--- src/design/vdit_pkg.sv ---
// vdit_pkg: shared types, sizes and the float equality function for the
// vertex deduplication table. No dependencies.
`default_nettype none

package vdit_pkg;

	// table size and derived widths
	localparam int TABLE_DEPTH = 1024;
	localparam int IDX_W       = $clog2(TABLE_DEPTH);
	localparam int CNT_W       = $clog2(TABLE_DEPTH + 1);

	// fixed widths of the result fields
	localparam int VIDX_W = 10;
	localparam int UCNT_W = 11;

	// one stored vertex: eight single precision bit patterns
	typedef struct packed {
		logic [31:0] tex_v;
		logic [31:0] tex_u;
		logic [31:0] norm_z;
		logic [31:0] norm_y;
		logic [31:0] norm_x;
		logic [31:0] pos_z;
		logic [31:0] pos_y;
		logic [31:0] pos_x;
	} vertex_t;

	localparam int VERTEX_W = $bits(vertex_t);

	localparam logic [30:0] EXP_ALL_ONES = 31'h7F80_0000;

	// ieee single equality: signed zeros equal, nan equals nothing
	function automatic logic feq(input logic [31:0] a, input logic [31:0] b);
		logic [30:0] ma;
		logic [30:0] mb;
		logic        res;
		ma = a[30:0];
		mb = b[30:0];
		if (ma > EXP_ALL_ONES || mb > EXP_ALL_ONES) begin
			res = 1'b0;
		end else if (ma == 31'd0 && mb == 31'd0) begin
			res = 1'b1;
		end else begin
			res = (a == b);
		end
		return res;
	endfunction

endpackage

`default_nettype wire

--- src/design/vdit_match.sv ---
// vdit_match: compares a stored vertex with the incoming corner, all eight
// attributes under float equality. Depends on vdit_pkg.
`default_nettype none

module vdit_match (
	input  wire vdit_pkg::vertex_t stored,
	input  wire vdit_pkg::vertex_t corner,
	output logic                   hit
);

	import vdit_pkg::*;

	// all attributes must compare equal
	always_comb begin
		hit = feq(stored.pos_x,  corner.pos_x)  &
		      feq(stored.pos_y,  corner.pos_y)  &
		      feq(stored.pos_z,  corner.pos_z)  &
		      feq(stored.norm_x, corner.norm_x) &
		      feq(stored.norm_y, corner.norm_y) &
		      feq(stored.norm_z, corner.norm_z) &
		      feq(stored.tex_u,  corner.tex_u)  &
		      feq(stored.tex_v,  corner.tex_v);
	end

endmodule

`default_nettype wire

--- config.mk ---
export PLATFORM = sky130hd
export DESIGN_NAME = vdit_match
export DESIGN_NICKNAME = d
export VERILOG_FILES = /design/src/design/vdit_pkg.sv /design/src/design/vdit_match.sv
export SDC_FILE = /design/constraint.sdc
export NUM_CORES = 1
export LEC_CHECK = 0
export BUFFER_PORTS_ARGS = -buffer_cell sky130_fd_sc_hd__buf_4
export CAP_MARGIN = 20
export CORE_AREA = 2 2 198 200
export DETAILED_ROUTE_END_ITERATION = 6
export DIE_AREA = 0 0 200 202
export SLEW_MARGIN = 20
export SYNTH_ARGS = -nofsm -noshare
export SYNTH_HDL_FRONTEND = slang
export SYNTH_SLANG_ARGS = --single-unit
--- constraint.sdc ---
create_clock -name vclk -period 1.92
set_clock_uncertainty 0.05 [all_clocks]
set_input_delay 0.096 -clock vclk [all_inputs]
set_output_delay 0.096 -clock vclk [all_outputs]
set_load 0.005 [all_outputs]
==> flow_summary.yaml, run 1 <==
status:
  status: "finished with violations"
  failed_checks: "setup timing"
synthesis:
  ys_top_cells_by_count: "xor2_1, nor4_1, nand4_1"
  synth_fp_nets: 1104
  yosysSeqAreaShare_pct: 0
  syn_area_per_cell_um2: 7.28
  yosysMostFrequentCell: "xor2_1"
  yosys-top-cells-area: "xor2_1, nor4_1, nand4_1, nor4_2, nor3_1"
  synth_area_leader_cell: "xor2_1"
  syn_inst: 592
  synth_top_cell_area_share_pct: 52.0
  yosys_warnings: 0
  netlist_area_um2: 4310
  synth.distinct_cells: 13
grt:
  grt_pass1_wl_um: 51200
  grt_max_degree: 4
  grt_pass1_vias: 9265
  gr-total-overflow: 0
  antenna_found_initial: 13
  groute.usage.overall_pct: 16.7
layout:
  syn_to_final_growth_pct: 180
  num-fill-cells: 4099
  fin_nets: 1994
  post-route-util_pct: 31.5
  clock_buffers: 0
  seq_cells: 0
  final_area_um2: 12100
  multiInputGateArea_um2: 4690
  register_area_um2: 0
  drive_gt1_share_pct: 63.6
place:
  pre_cts_ws_ns: -0.778
  io_buffer_count: 513
  postPlaceCellArea_um2: 11600
  dp_hpwl_um: 34000
  gp_congestion: 0.896
floorplanning:
  coreArea_um2: 38300
  ioPinCount: 513
  start_util_pct: 11.3
  rows: 72
  design.die.area_um2: 40400
  die_w_um: 200
  die_h_um: 202
power:
  combPwrFrac_pct: 100.0
  p_int_w: 0.00143
  swShare_pct: 39.3
  peakVddDrop_mv: 0.0948
  p_leak_nw: 5.61
  power.switching_w: 0.000925
  p_per_area_nw_per_um2: 195
  power_frac_seq_pct: 0
  clkPwrFrac_pct: 0
routing:
  ant_nets: 0
  wl_met1_um: 12900
  wl_per_cell_um: 18.4
  wl_met2_um: 19500
  finalWirelength_um: 36900
  vias_per_cell: 4.21
  drtIter0Drc: 198
  top_layer_used: "met5"
  wl_met3_um: 3230
  vias: 8432
  drcViolationCount: 0
  drt_pass1_iterations: 4
sta:
  maxSlewHeadroom_pct: 59.7
  tightestPinTransition_ns: 0.600
  rsz0062_at_grt: "yes"
  fmax_mhz: 393
  tns_ns: -0.623
  maxSlewViolCount: 0
  final.setup.worst_slack_ns: -0.623
  final_hold_viol_count: 0
  final-setup-viol-count: 1
  whs_ns: 0.827
  period_share_pct: 132
  period_needed_ns: 2.54
critical_path:
  critPathMaxFanout: 2
  crit_path_cell_trace: "buf_4 -> nor4_1 -> nand4_1 -> or4_4 -> o22ai_2 -> nand4_1 -> nor3_4 -> buf_4"
  crit_required_ns: 1.77
  cp_slowest_cell: "nor4_1"
  arrival_ns: 2.40
  slowest_delay_ns: 0.55
  critPathCaptureType: "output pin"
  startpoint_type: "input port"
  path_class: "input port to output pin"
clock_network:
  cts_hold_buf: 0
job:
  cap_viol_max_count: 0
hold_path:
  whs_path_depth: 7
  worstHoldEndpoint: "hit"
  hp-class: "input port to output pin"
  hp-start: "stored[247]"
## cell type report
class	count	share of cell area (%)
antenna	6	0.124
timing repair buffer	888	55.6
multi-input combinational	592	38.9
tap	518	5.37
## power groups by stage
stage	Combinational [W]	Clock (W)	Sequential, W
floorplan	0.000444	0	0
global placement	0.00225	0	0
detailed placement	0.00227	0	0
CTS	0.00231	0	0
global route	0.00251	0.000000000349	0
finish	0.00235	0.000000000420	0
## placed cells by master, fill, tap and decap left out, drive strengths merged
master	Yosys	final
diode	0	6
buf	0	888
nand2	16	16
o21ai	16	16
nor2	16	16
nor3	17	17
xor2	256	256
nand4	78	78
nor4	176	176
o22ai	8	8
or4	9	9
## stage by stage
stage,instances,total power (W)
2_1_floorplan,592,0.000444
3_3_place_gp,1999,0.00225
3_5_place_dp,1999,0.00227
4_1_cts,2000,0.00231
5_1_grt,2003,0.00251
6_report,2004,0.00235
## critical path: cells and delay by family
kind / cells / cell delay [ns]
AOI/OAI and AO/OA: 1 / 0.19
buffers and inverters: 2 / 0.26
and+or+nand+nor: 5 / 1.83
## metal layers
layer / GRT usage (%) / vias to the layer above
met5: 0 / -
met4: 5.32 / 14
met3: 3.94 / 72
met2: 33.5 / 399
met1: 16.5 / 3793
li1: - / 4154
## timing repair
| item | 4_1_cts | 5_1_grt |
|---|---|---|
| hold endpoints to repair | 0 | 0 |
| endpoints found under the setup margin | 1 | 1 |
| pin swaps | 8 | 25 |
| setup buffers | 2 | 0 |
| resized for setup | 29 | 45 |
## cells by family (layout without fill, tap and decap cells)
logic type,count (synthesis),count (layout),synth area share [%]
xor+xnor,256,256,52.0
buf+inv,0,888,0
other cells,0,6,0
simple gates,312,312,44.9
compound gates,24,24,3.11
## worst max-delay path by stage
stage / startpoint / endpoint / slack (ns) / depth (start not counted)
floorplan: stored[235] / hit / 0.38 / 6
global placement: corner[203] / hit / -0.84 / 10
detailed placement: corner[160] / hit / -0.78 / 8
CTS: stored[53] / hit / -0.55 / 8
global route: stored[171] / hit / -0.71 / 8
finish: stored[171] / hit / -0.62 / 8
(Power assumes the default switching activity.)
==> inputs of run 2 (changes only) <==
--- a/config.mk
+++ b/config.mk
@@ -7,9 +7,9 @@
 export LEC_CHECK = 0
 export BUFFER_PORTS_ARGS = -buffer_cell sky130_fd_sc_hd__buf_4
 export CAP_MARGIN = 20
-export CORE_AREA = 2 2 198 200
+export CORE_AREA = 2 2 202 204
 export DETAILED_ROUTE_END_ITERATION = 6
-export DIE_AREA = 0 0 200 202
+export DIE_AREA = 0 0 204 206
 export SLEW_MARGIN = 20
 export SYNTH_ARGS = -nofsm -noshare
 export SYNTH_HDL_FRONTEND = slang
==> constraint.sdc (replaced) <==
create_clock -name vclk -period 3.2
set_clock_uncertainty 0.05 [all_clocks]
set_input_delay 0.16 -clock vclk [all_inputs]
set_output_delay 0.16 -clock vclk [all_outputs]
set_load 0.005 [all_outputs]
==> flow_summary.yaml, run 2 (same netlist as run 1, synthesis figures left out) <==
status:
  status: "complete, no violations"
layout:
  final_cells: 1647
  drive_gt1_share_pct: 47.8
  syn_to_final_growth_pct: 106
  register_area_um2: 0
  fin_nets: 1623
  num-fill-cells: 4469
  mostFrequentLayoutCells: "buf_4, xor2_1, nor4_1"
  clock_buffers: 0
  final_common_cell: "buf_4"
  seq_cells: 0
  final_area_um2: 8870
critical_path:
  path_class: "input port to output pin"
  slowest_delay_ns: 0.52
  crit_required_ns: 2.99
  crit_path_cell_trace: "buf_4 -> nor4_1 -> nand4_1 -> or4_1 -> o22ai_1 -> nand4_1 -> nor3_2 -> buf_4"
  arrival_ns: 2.50
  cpLargestDelayFamily: "simple AND/OR/NAND/NOR gates"
  critPathMaxFanout: 2
  worst-path-buf-inv: 2
  startpoint_type: "input port"
  cp_slowest_cell: "or4_1"
  critPathCaptureType: "output pin"
floorplanning:
  design.die.area_um2: 42000
  rows: 74
  ioPinCount: 513
  die_h_um: 206
  die_w_um: 204
  start_util_pct: 10.7
  coreArea_um2: 40200
sta:
  period_needed_ns: 2.71
  maxSlewHeadroom_pct: 60.8
  maxSlewViolCount: 0
  fmax_mhz: 369
  tightestPinTransition_ns: 0.582
  rsz0062_at_grt: "no"
  period_share_pct: 84.7
  final-setup-viol-count: 0
  final_hold_viol_count: 0
  final.setup.worst_slack_ns: 0.491
  tns_ns: 0
place:
  pre_cts_ws_ns: 0.329
  dp_hpwl_um: 31400
  gp_congestion: 0.895
  post-place-cells: 1641
  io_buffer_count: 513
  postPlaceCellArea_um2: 8860
routing:
  vias: 7196
  finalWirelength_um: 33800
  ant_nets: 0
  drt_pass1_iterations: 4
  drtIter0Drc: 285
  wl_per_cell_um: 20.5
  drcViolationCount: 0
  vias_per_cell: 4.37
clock_network:
  cts_setup_buffers: 0
  ctsResizeCount: 0
  cts_hold_buf: 0
grt:
  gr-total-overflow: 0
  antenna_found_initial: 11
  groute.usage.overall_pct: 14.7
  grt_pass1_vias: 7804
  grt_pass1_wl_um: 46400
  grt_max_degree: 4
hold_path:
  hp-class: "input port to output pin"
power:
  peakVddDrop_mv: 0.0509
  p_per_area_nw_per_um2: 118
  p_leak_nw: 3.76
job:
  cap_viol_max_count: 0
-- run 2: cell count changes in the layout (fill, tap and decap cells not counted), moves of 6 or more --
cell and delta:
nor4_1 +24, buf_6 -9, nor4_2 -10, buf_4 -361, nor4_4 -14, o22ai_1 +6
-- run 2: cell type report --
class	instances	area (um^2)	area share, %
Multi-Input combinational cell	592	4310	48.6
Timing Repair Buffer	517	3880	43.7
Antenna cell	6	15.0	0.169
Tap cell	532	666	7.50
-- run 2: path summary, 6_finish.rpt --
check	start	endpoint	cells past startpoint
worst max-delay path	corner[81]	hit	8
worst min-delay path	corner[189]	hit	7
-- run 2: power by group --
part	switching (W)	internal [W]	total, W
Clock	0	0.000000000253	0.000000000253
Combinational	0.000472	0.000578	0.00105
Sequential	0	0	0
-- run 2: worst min-delay path: stages --
cell and delay (ns):
buf_4 0.10, nor4_1 0.05, nand4_1 0.09, o22ai_1 0.11, nand4_1 0.12, nor3_2 0.04
buf_4 0.15
-- run 2: per-stage QoR --
step	hold slack, ns	power, W	util [%]
after floorplan	0.535	0.000266	-
after global placement	0.917	0.00103	22.0
after detailed placement	0.950	0.00104	22.0
after CTS	0.949	0.00105	22.0
after global routing	1.02	0.00112	22.1
final	0.938	0.00105	22.1
-- run 2: metal layers --
| metal | track usage [%] | routed length [um] | vias up |
|---|---|---|---|
| li1 | - | - | 3406 |
| met1 | 14.7 | 12000 | 3367 |
| met2 | 29.9 | 18300 | 375 |
| met3 | 3.53 | 2800 | 38 |
| met4 | 3.83 | 670 | 10 |
| met5 | 0 | 67 | - |
==> inputs of run 3 (changes only) <==
--- a/config.mk
+++ b/config.mk
@@ -7,9 +7,9 @@
 export LEC_CHECK = 0
 export BUFFER_PORTS_ARGS = -buffer_cell sky130_fd_sc_hd__buf_4
 export CAP_MARGIN = 20
-export CORE_AREA = 2 2 202 204
+export CORE_AREA = 2 2 198 200
 export DETAILED_ROUTE_END_ITERATION = 6
-export DIE_AREA = 0 0 204 206
+export DIE_AREA = 0 0 200 202
 export SLEW_MARGIN = 20
 export SYNTH_ARGS = -nofsm -noshare
 export SYNTH_HDL_FRONTEND = slang
==> constraint.sdc (replaced) <==
create_clock -name vclk -period 2.7
set_clock_uncertainty 0.05 [all_clocks]
set_input_delay 0.135 -clock vclk [all_inputs]
set_output_delay 0.135 -clock vclk [all_outputs]
set_load 0.005 [all_outputs]
==> flow_summary.yaml, run 3 (same netlist as run 1, synthesis figures left out) <==
grt:
  grt_pass1_wl_um: 48000
  antenna_found_initial: 12
  gr-total-overflow: 0
  grt_pass1_vias: 7919
  grt_max_degree: 4
  groute.usage.overall_pct: 15.8
critical_path:
  startpoint_type: "input port"
  cpLargestDelayFamily: "simple AND/OR/NAND/NOR gates"
  critPathMaxFanout: 2
  crit_required_ns: 2.52
  critPathCaptureType: "output pin"
  worst-path-buf-inv: 3
  path_class: "input port to output pin"
  cp_slowest_cell: "or4_4"
  slowest_delay_ns: 0.46
  crit_path_cell_trace: "buf_4 -> nor4_1 -> nand4_1 -> or4_4 -> o22ai_4 -> buf_4 -> nand4_1 -> nor3_2 -> buf_4"
  path_common_cell: "buf_4"
  arrival_ns: 2.31
sta:
  maxSlewViolCount: 0
  period_share_pct: 92.5
  tightestPinTransition_ns: 0.612
  final-setup-viol-count: 0
  rsz0062_at_grt: "no"
  tns_ns: 0
  whs_ns: 0.817
  maxSlewHeadroom_pct: 58.8
  period_needed_ns: 2.50
  fmax_mhz: 400
  final_hold_viol_count: 0
layout:
  drive_gt1_share_pct: 49.2
  register_area_um2: 0
  syn_to_final_growth_pct: 108
  fin_nets: 1628
  mostFrequentLayoutCells: "buf_4, xor2_1, nor4_1"
  clock_buffers: 0
  seq_cells: 0
  num-fill-cells: 4264
  final_common_cell: "buf_4"
  post-route-util_pct: 23.5
floorplanning:
  rows: 72
  design.die.area_um2: 40400
  start_util_pct: 11.3
  ioPinCount: 513
  coreArea_um2: 38300
  die_w_um: 200
  die_h_um: 202
routing:
  vias: 7323
  wl_per_cell_um: 21.1
  ant_nets: 0
  drcViolationCount: 0
  drtIter0Drc: 240
  drt_pass1_iterations: 5
  finalWirelength_um: 34600
  vias_per_cell: 4.47
place:
  io_buffer_count: 513
  gp_congestion: 0.984
  dp_hpwl_um: 31800
power:
  p_leak_nw: 3.79
  finalPower_w: 0.00126
  p_per_area_nw_per_um2: 140
  peakVddDrop_mv: 0.0548
hold_path:
  worstHoldEndpoint: "hit"
  whs_path_depth: 7
  hp-class: "input port to output pin"
  hp-start: "stored[156]"
clock_network:
  cts_hold_buf: 0
status:
  status: "complete, no violations"
job:
  cap_viol_max_count: 0
run 3: cell types whose count changed in the layout (fill, tap and decap cells not counted):
cell,change
nor4_2,+6
o21ai_1,-2
o22ai_1,-3
nor4_1,-7
nor4_4,+1
o22ai_2,+2
buf_4,+5
o21ai_2,+2
or4_1,-1
o22ai_4,+1
or4_4,+1
run 3: timing repair:
action | in CTS | in global routing
gates resized for setup | 4 | 11
pin swaps | 1 | 6
endpoints found under the setup margin | 1 | 1
buffers inserted | 0 | 0
run 3: layer usage:
metal | GRT usage, % | wire length [um] | share of wire (%)
met5 | 0 | 96 | 0.28
met4 | 4.87 | 1280 | 3.7
met3 | 3.47 | 2940 | 8.5
met2 | 30.7 | 17800 | 51
met1 | 16.5 | 12500 | 36
run 3: layout make-up:
| type | count | area (um^2) | share of cell area (%) |
|---|---|---|---|
| multi-input combinational | 592 | 4400 | 49.0 |
| timing repair buffer | 522 | 3920 | 43.6 |
| tap | 518 | 648 | 7.21 |
| antenna | 6 | 15.0 | 0.167 |
run 3: worst max path at each step:
| stage | endpoint | slack [ns] | cells after the start | from |
|---|---|---|---|---|
| finish | hit | 0.20 | 9 | corner[49] |
| CTS | hit | 0.01 | 8 | corner[107] |
| detailed placement | hit | -0.09 | 8 | corner[113] |
| floorplan | hit | 1.08 | 6 | stored[235] |
| global placement | hit | -0.13 | 8 | corner[113] |
| global route | hit | 0.001 | 9 | stored[49] |
run 3: power by group:
| part | switching, W | internal (W) | leakage [nW] | total (W) |
|---|---|---|---|---|
| clock | 0 | 0.000000000298 | 0.0000380 | 0.000000000298 |
| sequential | 0 | 0 | 0 | 0 |
| combinational | 0.000569 | 0.000688 | 3.79 | 0.00126 |
run 3: per-stage QoR:
stage,cells,instance area (um^2),worst slack [ns]
3_3_place_gp,1632,8880,-0.130
4_1_cts,1632,8900,0.0116
5_1_grt,1636,8980,0.00104
6_report,1638,8980,0.203
3_5_place_dp,1632,8880,-0.0909
2_1_floorplan,592,4310,1.08
